## src/rtl/cht_pkg.sv

```systemverilog
// Package for the cookie header tokenizer.
// Holds byte class codes, result codes, character constants and the queue entry type.
// No dependencies.
package cht_pkg;

    localparam int QUEUE_DEPTH = 4;

    localparam logic [7:0] CH_EQUAL     = 8'h3D;
    localparam logic [7:0] CH_SEMICOLON = 8'h3B;
    localparam logic [7:0] CH_COMMA     = 8'h2C;
    localparam logic [7:0] CH_DOLLAR    = 8'h24;
    localparam logic [7:0] CH_BACKSLASH = 8'h5C;
    localparam logic [7:0] CH_QUOTE     = 8'h22;
    localparam logic [7:0] CH_SPACE     = 8'h20;
    localparam logic [7:0] CH_TAB       = 8'h09;
    localparam logic [7:0] CH_CR        = 8'h0D;
    localparam logic [7:0] CH_ZERO      = 8'h00;

    localparam logic [3:0] CL_OTHER  = 4'd0;
    localparam logic [3:0] CL_SPACE  = 4'd1;
    localparam logic [3:0] CL_EQUAL  = 4'd2;
    localparam logic [3:0] CL_SEMI   = 4'd3;
    localparam logic [3:0] CL_COMMA  = 4'd4;
    localparam logic [3:0] CL_DOLLAR = 4'd5;
    localparam logic [3:0] CL_BSLASH = 4'd6;
    localparam logic [3:0] CL_QUOTE  = 4'd7;
    localparam logic [3:0] CL_ZERO   = 4'd8;

    localparam logic [1:0] RL_SKIP    = 2'd0;
    localparam logic [1:0] RL_VERSION = 2'd1;
    localparam logic [1:0] RL_NAME    = 2'd2;
    localparam logic [1:0] RL_VALUE   = 2'd3;

    localparam logic [2:0] ST_NONE     = 3'd0;
    localparam logic [2:0] ST_COOKIE   = 3'd1;
    localparam logic [2:0] ST_ATTR     = 3'd2;
    localparam logic [2:0] ST_NO_EQ    = 3'd3;
    localparam logic [2:0] ST_ESCAPE   = 3'd4;
    localparam logic [2:0] ST_QUOTE    = 3'd5;
    localparam logic [2:0] ST_ATTR_1ST = 3'd6;
    localparam logic [2:0] ST_ATTR_NS  = 3'd7;

    typedef struct packed {
        logic [7:0] data_byte;
        logic       last;
        logic [3:0] cls;
    } t_entry;

endpackage

```

## src/rtl/cht_front.sv

```systemverilog
// Front end of the cookie header tokenizer: classifies each incoming byte.
// Depends on cht_pkg.
module cht_front (
    input  logic [7:0]      i_data_byte,
    input  logic            i_end_of_header,
    output cht_pkg::t_entry o_entry
);

    logic [3:0] cls;

    always_comb begin
        cls = cht_pkg::CL_OTHER;
        if (i_data_byte == cht_pkg::CH_ZERO) begin
            cls = cht_pkg::CL_ZERO;
        end else if (i_data_byte == cht_pkg::CH_SPACE ||
                     (i_data_byte >= cht_pkg::CH_TAB && i_data_byte <= cht_pkg::CH_CR)) begin
            cls = cht_pkg::CL_SPACE;
        end else if (i_data_byte == cht_pkg::CH_EQUAL) begin
            cls = cht_pkg::CL_EQUAL;
        end else if (i_data_byte == cht_pkg::CH_SEMICOLON) begin
            cls = cht_pkg::CL_SEMI;
        end else if (i_data_byte == cht_pkg::CH_COMMA) begin
            cls = cht_pkg::CL_COMMA;
        end else if (i_data_byte == cht_pkg::CH_DOLLAR) begin
            cls = cht_pkg::CL_DOLLAR;
        end else if (i_data_byte == cht_pkg::CH_BACKSLASH) begin
            cls = cht_pkg::CL_BSLASH;
        end else if (i_data_byte == cht_pkg::CH_QUOTE) begin
            cls = cht_pkg::CL_QUOTE;
        end
    end

    assign o_entry.data_byte = i_data_byte;
    assign o_entry.last      = i_end_of_header;
    assign o_entry.cls       = cls;

endmodule

```

## src/rtl/cht_queue.sv

```systemverilog
// Short queue between the classifier and the parser of the tokenizer.
// Depends on cht_pkg.
module cht_queue #(
    parameter int DEPTH = cht_pkg::QUEUE_DEPTH
) (
    input  logic            i_clk,
    input  logic            i_rst_n,
    input  logic            i_push,
    input  cht_pkg::t_entry i_entry,
    input  logic            i_pop,
    output cht_pkg::t_entry o_entry,
    output logic            o_full,
    output logic            o_empty
);

    localparam int PW = $clog2(DEPTH);
    localparam int CW = $clog2(DEPTH + 1);
    localparam logic [PW-1:0] LAST_PTR = PW'(DEPTH - 1);

    cht_pkg::t_entry r_mem [DEPTH];
    logic [PW-1:0]   r_wr_ptr;
    logic [PW-1:0]   r_rd_ptr;
    logic [CW-1:0]   r_count;

    always_ff @(posedge i_clk) begin
        if (i_push) begin
            r_mem[r_wr_ptr] <= i_entry;
        end
    end

    always_ff @(posedge i_clk) begin
        if (!i_rst_n) begin
            r_wr_ptr <= '0;
            r_rd_ptr <= '0;
            r_count  <= '0;
        end else begin
            if (i_push) begin
                r_wr_ptr <= (r_wr_ptr == LAST_PTR) ? '0 : r_wr_ptr + 1'b1;
            end
            if (i_pop) begin
                r_rd_ptr <= (r_rd_ptr == LAST_PTR) ? '0 : r_rd_ptr + 1'b1;
            end
            if (i_push && !i_pop) begin
                r_count <= r_count + 1'b1;
            end else if (i_pop && !i_push) begin
                r_count <= r_count - 1'b1;
            end
        end
    end

    assign o_entry = r_mem[r_rd_ptr];
    assign o_full  = (r_count == CW'(DEPTH));
    assign o_empty = (r_count == '0);

endmodule

```

## src/rtl/cht_back.sv

```systemverilog
// Back end of the cookie header tokenizer: parse state machine and result register.
// Depends on cht_pkg.
module cht_back (
    input  logic            i_clk,
    input  logic            i_rst_n,
    input  cht_pkg::t_entry i_entry,
    input  logic            i_empty,
    output logic            o_pop,
    output logic            o_valid,
    input  logic            i_ready,
    output logic [7:0]      o_byte_out,
    output logic [1:0]      o_role,
    output logic            o_pair_kind,
    output logic [2:0]      o_pair_status,
    output logic            o_header_is_rfc,
    output logic            o_last_out
);

    localparam logic [2:0] PH_LEAD    = 3'd0;
    localparam logic [2:0] PH_VERSION = 3'd1;
    localparam logic [2:0] PH_GAP     = 3'd2;
    localparam logic [2:0] PH_NAME    = 3'd3;
    localparam logic [2:0] PH_EQ      = 3'd4;
    localparam logic [2:0] PH_VALUE   = 3'd5;
    localparam logic [2:0] PH_ESC     = 3'd6;
    localparam logic [2:0] PH_HALT    = 3'd7;

    localparam logic [1:0] RL_SKIP    = cht_pkg::RL_SKIP;
    localparam logic [1:0] RL_VERSION = cht_pkg::RL_VERSION;
    localparam logic [1:0] RL_NAME    = cht_pkg::RL_NAME;
    localparam logic [1:0] RL_VALUE   = cht_pkg::RL_VALUE;

    localparam logic [2:0] ST_NONE     = cht_pkg::ST_NONE;
    localparam logic [2:0] ST_COOKIE   = cht_pkg::ST_COOKIE;
    localparam logic [2:0] ST_ATTR     = cht_pkg::ST_ATTR;
    localparam logic [2:0] ST_NO_EQ    = cht_pkg::ST_NO_EQ;
    localparam logic [2:0] ST_ESCAPE   = cht_pkg::ST_ESCAPE;
    localparam logic [2:0] ST_QUOTE    = cht_pkg::ST_QUOTE;
    localparam logic [2:0] ST_ATTR_1ST = cht_pkg::ST_ATTR_1ST;
    localparam logic [2:0] ST_ATTR_NS  = cht_pkg::ST_ATTR_NS;

    logic [2:0] r_phase;
    logic       r_quote;
    logic       r_rfc;
    logic       r_seen;
    logic       r_attr;
    logic       r_out_valid;
    logic [7:0] r_byte;
    logic [1:0] r_role;
    logic       r_kind;
    logic [2:0] r_status;
    logic       r_rfc_out;
    logic       r_last;

    logic [2:0] n_phase;
    logic       n_quote;
    logic       n_rfc;
    logic       n_seen;
    logic       n_attr;
    logic [2:0] eff_phase;
    logic [1:0] role;
    logic [2:0] status;
    logic       kind;
    logic       rfc_out;
    logic       ends;
    logic [3:0] cls;
    logic       pop;

    assign cls  = i_entry.cls;
    assign ends = (cls == cht_pkg::CL_ZERO) || i_entry.last;
    assign pop  = !i_empty && (!r_out_valid || i_ready);

    always_comb begin
        n_phase   = r_phase;
        n_quote   = r_quote;
        n_rfc     = r_rfc;
        n_seen    = r_seen;
        n_attr    = r_attr;
        role      = RL_SKIP;
        status    = ST_NONE;
        kind      = 1'b0;
        eff_phase = r_phase;
        if (r_phase == PH_LEAD && cls != cht_pkg::CL_SPACE && cls != cht_pkg::CL_DOLLAR) begin
            eff_phase = PH_GAP;
        end else if (r_phase == PH_EQ && cls != cht_pkg::CL_EQUAL &&
                     cls != cht_pkg::CL_SPACE) begin
            eff_phase = PH_VALUE;
        end
        if (cls != cht_pkg::CL_ZERO) begin
            unique case (eff_phase)
                PH_LEAD: begin
                    if (cls == cht_pkg::CL_DOLLAR) begin
                        n_rfc   = 1'b1;
                        n_phase = PH_VERSION;
                        role    = RL_VERSION;
                    end
                end
                PH_VERSION: begin
                    if (cls == cht_pkg::CL_SPACE) begin
                        n_phase = PH_GAP;
                    end else begin
                        role = RL_VERSION;
                    end
                end
                PH_GAP: begin
                    n_phase = PH_GAP;
                    if (cls == cht_pkg::CL_COMMA) begin
                        n_phase = PH_LEAD;
                        n_quote = 1'b0;
                        n_rfc   = 1'b0;
                        n_seen  = 1'b0;
                        n_attr  = 1'b0;
                    end else if (cls == cht_pkg::CL_DOLLAR) begin
                        kind = 1'b1;
                        if (!r_seen || !r_rfc) begin
                            status  = r_seen ? ST_ATTR_NS : ST_ATTR_1ST;
                            n_phase = PH_HALT;
                        end else begin
                            n_attr  = 1'b1;
                            n_quote = 1'b0;
                            n_phase = PH_NAME;
                            role    = RL_NAME;
                        end
                    end else if (cls != cht_pkg::CL_SEMI && cls != cht_pkg::CL_SPACE) begin
                        n_attr  = 1'b0;
                        n_quote = 1'b0;
                        if (cls == cht_pkg::CL_EQUAL) begin
                            n_phase = PH_EQ;
                        end else begin
                            n_phase = PH_NAME;
                            role    = RL_NAME;
                        end
                    end
                end
                PH_NAME: begin
                    kind = r_attr;
                    if (cls == cht_pkg::CL_EQUAL || cls == cht_pkg::CL_SPACE) begin
                        n_phase = PH_EQ;
                    end else begin
                        role = RL_NAME;
                    end
                end
                PH_EQ: begin
                    kind = r_attr;
                end
                PH_VALUE: begin
                    kind    = r_attr;
                    n_phase = PH_VALUE;
                    if (!r_quote && (cls == cht_pkg::CL_SEMI || cls == cht_pkg::CL_COMMA)) begin
                        status = r_attr ? ST_ATTR : ST_COOKIE;
                        if (!r_attr) begin
                            n_seen = 1'b1;
                        end
                        n_attr = 1'b0;
                        if (cls == cht_pkg::CL_COMMA) begin
                            n_phase = PH_LEAD;
                            n_quote = 1'b0;
                            n_rfc   = 1'b0;
                            n_seen  = 1'b0;
                        end else begin
                            n_phase = PH_GAP;
                        end
                    end else begin
                        role = RL_VALUE;
                        if (cls == cht_pkg::CL_BSLASH) begin
                            n_phase = PH_ESC;
                        end else if (cls == cht_pkg::CL_QUOTE) begin
                            n_quote = !r_quote;
                        end
                    end
                end
                PH_ESC: begin
                    kind    = r_attr;
                    n_phase = PH_VALUE;
                    role    = RL_VALUE;
                end
                PH_HALT: begin
                    role = RL_SKIP;
                end
                default: begin
                    role = RL_SKIP;
                end
            endcase
        end
        rfc_out = n_rfc;
        if (ends && status == ST_NONE) begin
            unique case (n_phase)
                PH_NAME: begin
                    status = ST_NO_EQ;
                    kind   = n_attr;
                end
                PH_EQ: begin
                    status = n_attr ? ST_ATTR : ST_COOKIE;
                    kind   = n_attr;
                end
                PH_VALUE: begin
                    status = n_quote ? ST_QUOTE : (n_attr ? ST_ATTR : ST_COOKIE);
                    kind   = n_attr;
                end
                PH_ESC: begin
                    status = ST_ESCAPE;
                    kind   = n_attr;
                end
                default: begin
                    status = ST_NONE;
                end
            endcase
        end
        if (ends) begin
            n_phase = PH_LEAD;
            n_quote = 1'b0;
            n_rfc   = 1'b0;
            n_seen  = 1'b0;
            n_attr  = 1'b0;
        end
    end

    always_ff @(posedge i_clk) begin
        if (!i_rst_n) begin
            r_phase     <= PH_LEAD;
            r_quote     <= 1'b0;
            r_rfc       <= 1'b0;
            r_seen      <= 1'b0;
            r_attr      <= 1'b0;
            r_out_valid <= 1'b0;
        end else begin
            if (pop) begin
                r_phase <= n_phase;
                r_quote <= n_quote;
                r_rfc   <= n_rfc;
                r_seen  <= n_seen;
                r_attr  <= n_attr;
            end
            if (pop) begin
                r_out_valid <= 1'b1;
            end else if (i_ready) begin
                r_out_valid <= 1'b0;
            end
        end
    end

    always_ff @(posedge i_clk) begin
        if (pop) begin
            r_byte    <= i_entry.data_byte;
            r_role    <= role;
            r_kind    <= kind;
            r_status  <= status;
            r_rfc_out <= rfc_out;
            r_last    <= i_entry.last;
        end
    end

    assign o_pop           = pop;
    assign o_valid         = r_out_valid;
    assign o_byte_out      = r_byte;
    assign o_role          = r_role;
    assign o_pair_kind     = r_kind;
    assign o_pair_status   = r_status;
    assign o_header_is_rfc = r_rfc_out;
    assign o_last_out      = r_last;

endmodule

```

## src/rtl/cookie_header_tokenizer.sv

```systemverilog
// Cookie header tokenizer top level: classifier, queue and parser.
// Depends on cht_pkg, cht_front, cht_queue and cht_back.
//
// The block takes one Cookie header byte per clock while the queue has room and
// returns one classified result per byte, in order. A byte is classified on
// transfer and written into a short queue; while the queue holds an entry and
// the result register is free or being read, the parser pops one entry per
// clock into it. Sustained rate is one byte per cycle unless the output stalls.
// The queue depth sets how many bytes can be absorbed while the output stalls.
module cookie_header_tokenizer #(
    parameter int QUEUE_DEPTH = cht_pkg::QUEUE_DEPTH
) (
    input  logic       i_clk,
    input  logic       i_rst_n,
    input  logic       i_valid,
    output logic       o_ready,
    input  logic [7:0] i_data_byte,
    input  logic       i_end_of_header,
    output logic       o_valid,
    input  logic       i_ready,
    output logic [7:0] o_byte_out,
    output logic [1:0] o_role,
    output logic       o_pair_kind,
    output logic [2:0] o_pair_status,
    output logic       o_header_is_rfc,
    output logic       o_last_out
);

    cht_pkg::t_entry in_entry;
    cht_pkg::t_entry q_entry;
    logic            q_full;
    logic            q_empty;
    logic            q_pop;
    logic            push;

    assign o_ready = !q_full;
    assign push    = i_valid && !q_full;

    cht_front u_front (
        .i_data_byte     (i_data_byte),
        .i_end_of_header (i_end_of_header),
        .o_entry         (in_entry)
    );

    cht_queue #(
        .DEPTH (QUEUE_DEPTH)
    ) u_queue (
        .i_clk   (i_clk),
        .i_rst_n (i_rst_n),
        .i_push  (push),
        .i_entry (in_entry),
        .i_pop   (q_pop),
        .o_entry (q_entry),
        .o_full  (q_full),
        .o_empty (q_empty)
    );

    cht_back u_back (
        .i_clk           (i_clk),
        .i_rst_n         (i_rst_n),
        .i_entry         (q_entry),
        .i_empty         (q_empty),
        .o_pop           (q_pop),
        .o_valid         (o_valid),
        .i_ready         (i_ready),
        .o_byte_out      (o_byte_out),
        .o_role          (o_role),
        .o_pair_kind     (o_pair_kind),
        .o_pair_status   (o_pair_status),
        .o_header_is_rfc (o_header_is_rfc),
        .o_last_out      (o_last_out)
    );

endmodule

```

## config.mk

```make
export PLATFORM = sky130hd
export DESIGN_NAME = cookie_header_tokenizer
export DESIGN_NICKNAME = d
export VERILOG_FILES = /design/src/rtl/cht_pkg.sv /design/src/rtl/cht_front.sv /design/src/rtl/cht_queue.sv /design/src/rtl/cht_back.sv /design/src/rtl/cookie_header_tokenizer.sv
export SDC_FILE = /design/constraint.sdc
export NUM_CORES = 1
export LEC_CHECK = 0
export BUFFER_PORTS_ARGS = -buffer_cell sky130_fd_sc_hd__buf_4
export CAP_MARGIN = 5
export CELL_PAD_IN_SITES_DETAIL_PLACEMENT = 0
export CELL_PAD_IN_SITES_GLOBAL_PLACEMENT = 1
export CORE_UTILIZATION = 49
export CTS_CLUSTER_DIAMETER = 120
export DETAILED_ROUTE_END_ITERATION = 16
export PLACE_DENSITY = 0.9
export SLEW_MARGIN = 20
export SYNTH_ARGS = -nofsm -noshare
export SYNTH_HDL_FRONTEND = slang
export SYNTH_SLANG_ARGS = --single-unit
```

## constraint.sdc

```tcl
create_clock -name i_clk -period 3.9 [get_ports i_clk]
set_clock_uncertainty 0.1 [all_clocks]
set_input_delay 0.195 -clock i_clk [delete_from_list [all_inputs] [get_ports i_clk]]
set_output_delay 0.195 -clock i_clk [all_outputs]
set_load 0.03 [all_outputs]
```

## After elaboration in Yosys (flattened, before gate mapping)

Memories as Yosys holds them, arrays and structs flattened. A register that Yosys moved wholly into a read port is not among the register bits.
Index checks and enable logic that the tools add are counted.

- Input bits: 13
- Bits in registers: 31
- Output and inout bits: 18
- Word-level logic and storage cells: 191
- Memories kept: 1
- Bits in writable memories: 52

Memory list:

| name | words | bits a word | read ports | clocked after Yosys merged registers in | wr ports | RTL line | source |
|---|---|---|---|---|---|---|---|
| u_queue.r_mem | 4 | 13 | 1 | 1 | 1 | cht_queue.sv:20 | `cht_pkg::t_entry r_mem [DEPTH];` |

- Reductions and logical operators: 38
- Add/sub/neg operators: 4
- $lt $le $gt $ge: 2
- Muxes and demuxes: 94
- Eq/ne operators: 37

Operator list:

| operator | count |
|---|---|
| $mux 3 | 23 |
| $eq 8x6->1 const B | 6 |
| $mux 1 | 40 |
| $mux 2 | 15 |
| $mux 4 | 7 |
| $eq 3x3->1 const B | 8 |
| $pmux 3 s6 | 1 |
| $eq 4x3->1 const B | 4 |
| $logic_and 1x1->1 | 12 |
| $logic_not 3->1 | 4 |
| $pmux 2 s6 | 1 |
| $pmux 3 s4 | 1 |
| $eq 3x2->1 const B | 3 |
| $eq 4x2->1 const B | 2 |
| $eq 8x7->1 const B | 1 |
| $ge 8x4->1 const B | 1 |
| $le 8x4->1 const B | 1 |
| $logic_not 1->1 | 8 |
| $logic_not 8->1 | 1 |
| $ne 4x2->1 const B | 2 |
| $ne 4x4->1 const B | 2 |
| $pmux 1 s2 | 4 |
| $reduce_or 4->1 | 2 |
| $logic_or 1x1->1 | 6 |
| other kinds (15) | 20 |

## Logic depth before layout (Yosys ltp)

- Depth after elaboration: 12
- Gate-level depth with buffers: 11
- Mapped depth without buffers: 9

## Cells and area by module

From an unflattened synthesis, not the netlist that was laid out.

- Cell total of the unflattened synthesis: 313
- Area, all modules: 4,131.5 µm²

Modules (own cells, without submodules):

| module | cells each | area each (µm²) | instances | sequential area each (µm²) |
|---|---|---|---|---|
| cht_queue | 111 | 2,339.7 | 1 | 1,741.7 |
| cht_back | 170 | 1,567.8 | 1 | 640.6 |
| cht_front | 30 | 214.0 | 1 | 0.0 |
| cookie_header_tokenizer | 2 | 10.0 | 1 | 0.0 |

## Worst setup path before layout

OpenSTA, ideal clock, no wires.

- Path kind: reg-to-reg
- Start: register with a tool-made name
- End: register u_back.r_status[1], in the netlist u_back.o_pair_status[1] (data pin)
- Data arrival time: 2,980 ps
- Library setup time: 259 ps
- Path buffers: 3
- Period minus slack after synthesis: 3,339 ps
- Cell stages (with the launch flop): 12
- Setup slack: 561 ps
- Cell sequence: dfxtp_1 -> buf_6 -> buf_6 -> mux4_2 -> or4b_1 -> buf_2 -> mux2i_1 -> a221oi_1 -> a41oi_2 -> o21ai_0 -> and3b_1 -> a211o_1

RTL lines:

| item | RTL line | source |
|---|---|---|
| end signal, assigned | cht_back.sv:247 | `r_status <= status;` |
| end, declared | cht_back.sv:51 | `logic [2:0] r_status;` |

==> results.toml <==
[sta]
final-max-slew-violation-count = 0
period_share_pct = 91.88
totalNegativeSetupSlack_ns = 0
fin_crit_ns = 3.583
hold_viol = 0
grt_setup_unrepaired = "false"
max_freq_mhz = 279.1
worst_slew_pin_slew_ns = 0.8779
slew_headroom_pct = 41.41
setup_violations = 0

[worst_setup_path]
ff2ff_setup_slack_ns = 0.32
critPathTopFamily = "compound AO/OA/AOI/OAI gates"
crit-reg2reg-capture = "u_back.o_pair_status[1]$_DFFE_PP_"
cpMaxStageDelayCell = "sky130_fd_sc_hd__mux4_2"
start_kind = "flip-flop"
cp_slowest_stage_delay_ns = 0.72
critical_path_at_ns = 3.58
crit_path_max_fanout = 17
worstSetupEndpointType = "flip-flop"
critPathRequiredTime_ns = 3.90
timing.setup.critical_path_class = "reg2reg"
worst-r2r-cell-count = 9
worstPathBufferInverterCount = 1
crit_path_cell_trace = "mux4_2 -> xnor2_1 -> o31ai_1 -> buf_4 -> nor4bb_1 -> a211oi_1 -> o21ai_0 -> and3b_1 -> a211o_1"

[cells_and_area]
final_common_cell = "sky130_fd_sc_hd__edfxtp_1"
area.growth.synth_to_final_pct = 14.40
final_nets = 371
drive_above_1_share_pct = 20.22
most_frequent_cells_in_the_layout = "sky130_fd_sc_hd__edfxtp_1 (68), sky130_fd_sc_hd__buf_4 (36), sky130_fd_sc_hd__nor2_1 (20)"
antenna_cells = 0

[worst_hold_path]
holdCritPathClass = "in2reg"
hold_end = "u_back.o_valid$_SDFFE_PN0P_"
hold_path.startpoint = "i_ready"
number_of_stages_on_the_worst_hold_path = 3

[route]
vias_per_cell = 5.878
ant_nets = 0
route.top_layer_used = "met4"
drt-total-wl_um = 7920
drcViolationCount = 0
firstDrtPassIters = 5
drt_first_iter_violations = 119
met2_wirelength_um = 4121
wire_per_inst_um = 17.29
met1_length_um = 3268
met3_wl_post_dr_um = 406
via_count = 2692

[place]
dp_hpwl_um = 5438
place.gp.congestion = 0.8432
placement.io_buffers = 30

[logic_synthesis]
synth_fp_nets = 332
yosysUniqueCellTypes = 64
ys_warns = 0
synth.top_cell.area_share_pct = 50.22
synthesis.area_mm2 = 0.004066
ys_ff_latch = 85
synth_enable_flop_cells = 68
synth_seq_area_share_pct = 58.58
synth_top_area_cell = "sky130_fd_sc_hd__edfxtp_1"
synth_ff_type = "sky130_fd_sc_hd__edfxtp_1"
synth_area_leaders = "sky130_fd_sc_hd__edfxtp_1 (50%), sky130_fd_sc_hd__dfxtp_1 (8.4%), sky130_fd_sc_hd__mux4_2 (7.2%)"
syn_inst = 312
asyncSetResetFlopFracSynth_pct = 0
syn-mean-instance-area_um2 = 13.03

[grt]
track_usage_pct = 20.18
grt_pass1_vias = 2724
antenna_violations_before_repair = 0
grt_max_degree = 20
grt_pass1_wl_um = 13150
overflow = 0

[outcome]
run_status = "complete, no violations"

[floorplanning]
start_util_pct = 51.55
fp.coreArea_mm2 = 0.007888
floorplan.die_area_mm2 = 0.008667
fp-row-count = 32
overall_die_width_um = 93.10
die_height_um = 93.10
top_level_ports = 31

[power_and_ir_drop]
power.density_cell_area_mw_per_mm2 = 753.5
worst_ir_drop_vdd_mv = 0.3697
p_leak_nw = 1.638
totalPowerFinal_mw = 3.505

[clocking]
cts_buffer_depth = 2
ctsHoldBuffers = 9
worstSkewPairLatency_ns = 0.35
clock_sink_count = 85
post_cts_resize_count = 0
cts_tree = "done"
post_cts.repair.setup_buffers = 0
cts_inserted_buffers = 9
clkTransAtPathRegs_ns = 0.08
cts_root_buffer = "sky130_fd_sc_hd__clkbuf_8"
cts-htree-levels = 3

[flow_run]
cap_viol_max_count = 0
[worst min-delay path, delay by kind of cell]
kind            cells  cell delay, ns
buf+inv             1            0.07
simple gates        1            0.10
compound gates      1            0.07
[worst max path at each step]
stage	startpoint	end	slack, ns	cells past startpoint
floorplan	flip-flop	u_back.o_pair_status[1]$_DFFE_PP_	0.56	11
global placement	flip-flop	u_back.o_pair_status[2]$_DFFE_PP_	0.45	8
detailed placement	flip-flop	u_back.o_pair_status[1]$_DFFE_PP_	0.39	9
CTS	flip-flop	u_back.o_pair_status[1]$_DFFE_PP_	0.37	9
global route	flip-flop	u_back.o_pair_status[1]$_DFFE_PP_	0.18	9
finish	flip-flop	u_back.o_pair_status[1]$_DFFE_PP_	0.32	9
[through the flow]
stage	util [%]	instance area, µm²	instances	setup WS (ns)	hold WS [ns]
finish	58.98	4652	458	0.3167	0.03712
global route	58.98	4652	458	0.1827	0.06736
CTS	58.98	4652	458	0.3692	0.02492
detailed placement	55.55	4382	433	0.3854	0.3067
global placement	55.55	4382	433	0.4507	0.3006
floorplan	-	4066	312	0.5613	0.1939
[kinds of logic after synthesis]
family          Yosys count  share of synthesized area (%)
compound gates           65                          11.69
flops                    85                          58.58
xor+xnor                  6                          1.292
fa+ha+maj                 7                          2.338
simple gates            107                          15.17
mux                      16                          8.061
buf+inv                  26                          2.861
[per-layer routing]
layer / global-route usage, % / vias to the layer above
met5: 0 / -
met2: 34.87 / 81
met1: 24.50 / 1323
met3: 4.472 / 11
li1: - / 1277
met4: 8.077 / 0
[cell type report]
type	instances	area, µm²
multi-input cells	201	1568
well taps	102	127.6
clock inverters	7	56.30
clock buffers	9	123.9
repair buffers	45	360.3
flip-flops and latches	85	2382
inverters	9	33.78
fillers	623	3236
[where the power goes]
group	leakage, nW	internal, mW	switching [mW]
logic	0.774	0.656	0.920
clock network	0.0910	0.240	0.323
registers	0.772	1.22	0.142
[flip-flops by register name, indices dropped and copies added (netlist names), 2 cells and up, named ones only]
signal,flops
u_back.r_phase,3
u_queue.r_count,3
u_queue.r_mem,52
u_queue.r_rd_ptr,2
u_back.o_byte_out,8
u_back.o_pair_status,3
u_queue.r_wr_ptr,2
u_back.o_role,2
[Yosys cell counts, types with 9 or more instances]
| cell | number |
|---|---|
| sky130_fd_sc_hd__edfxtp_1 | 68 |
| sky130_fd_sc_hd__nor2_1 | 20 |
| sky130_fd_sc_hd__dfxtp_1 | 17 |
| sky130_fd_sc_hd__a21oi_1 | 16 |
| sky130_fd_sc_hd__nand2_1 | 14 |
| sky130_fd_sc_hd__mux4_2 | 13 |
| sky130_fd_sc_hd__nor2b_1 | 13 |
| sky130_fd_sc_hd__o21ai_0 | 13 |
| sky130_fd_sc_hd__clkbuf_1 | 12 |
| sky130_fd_sc_hd__nor3_1 | 10 |
| sky130_fd_sc_hd__inv_1 | 9 |
No activity file was read; power rests on OpenSTA's default activity.
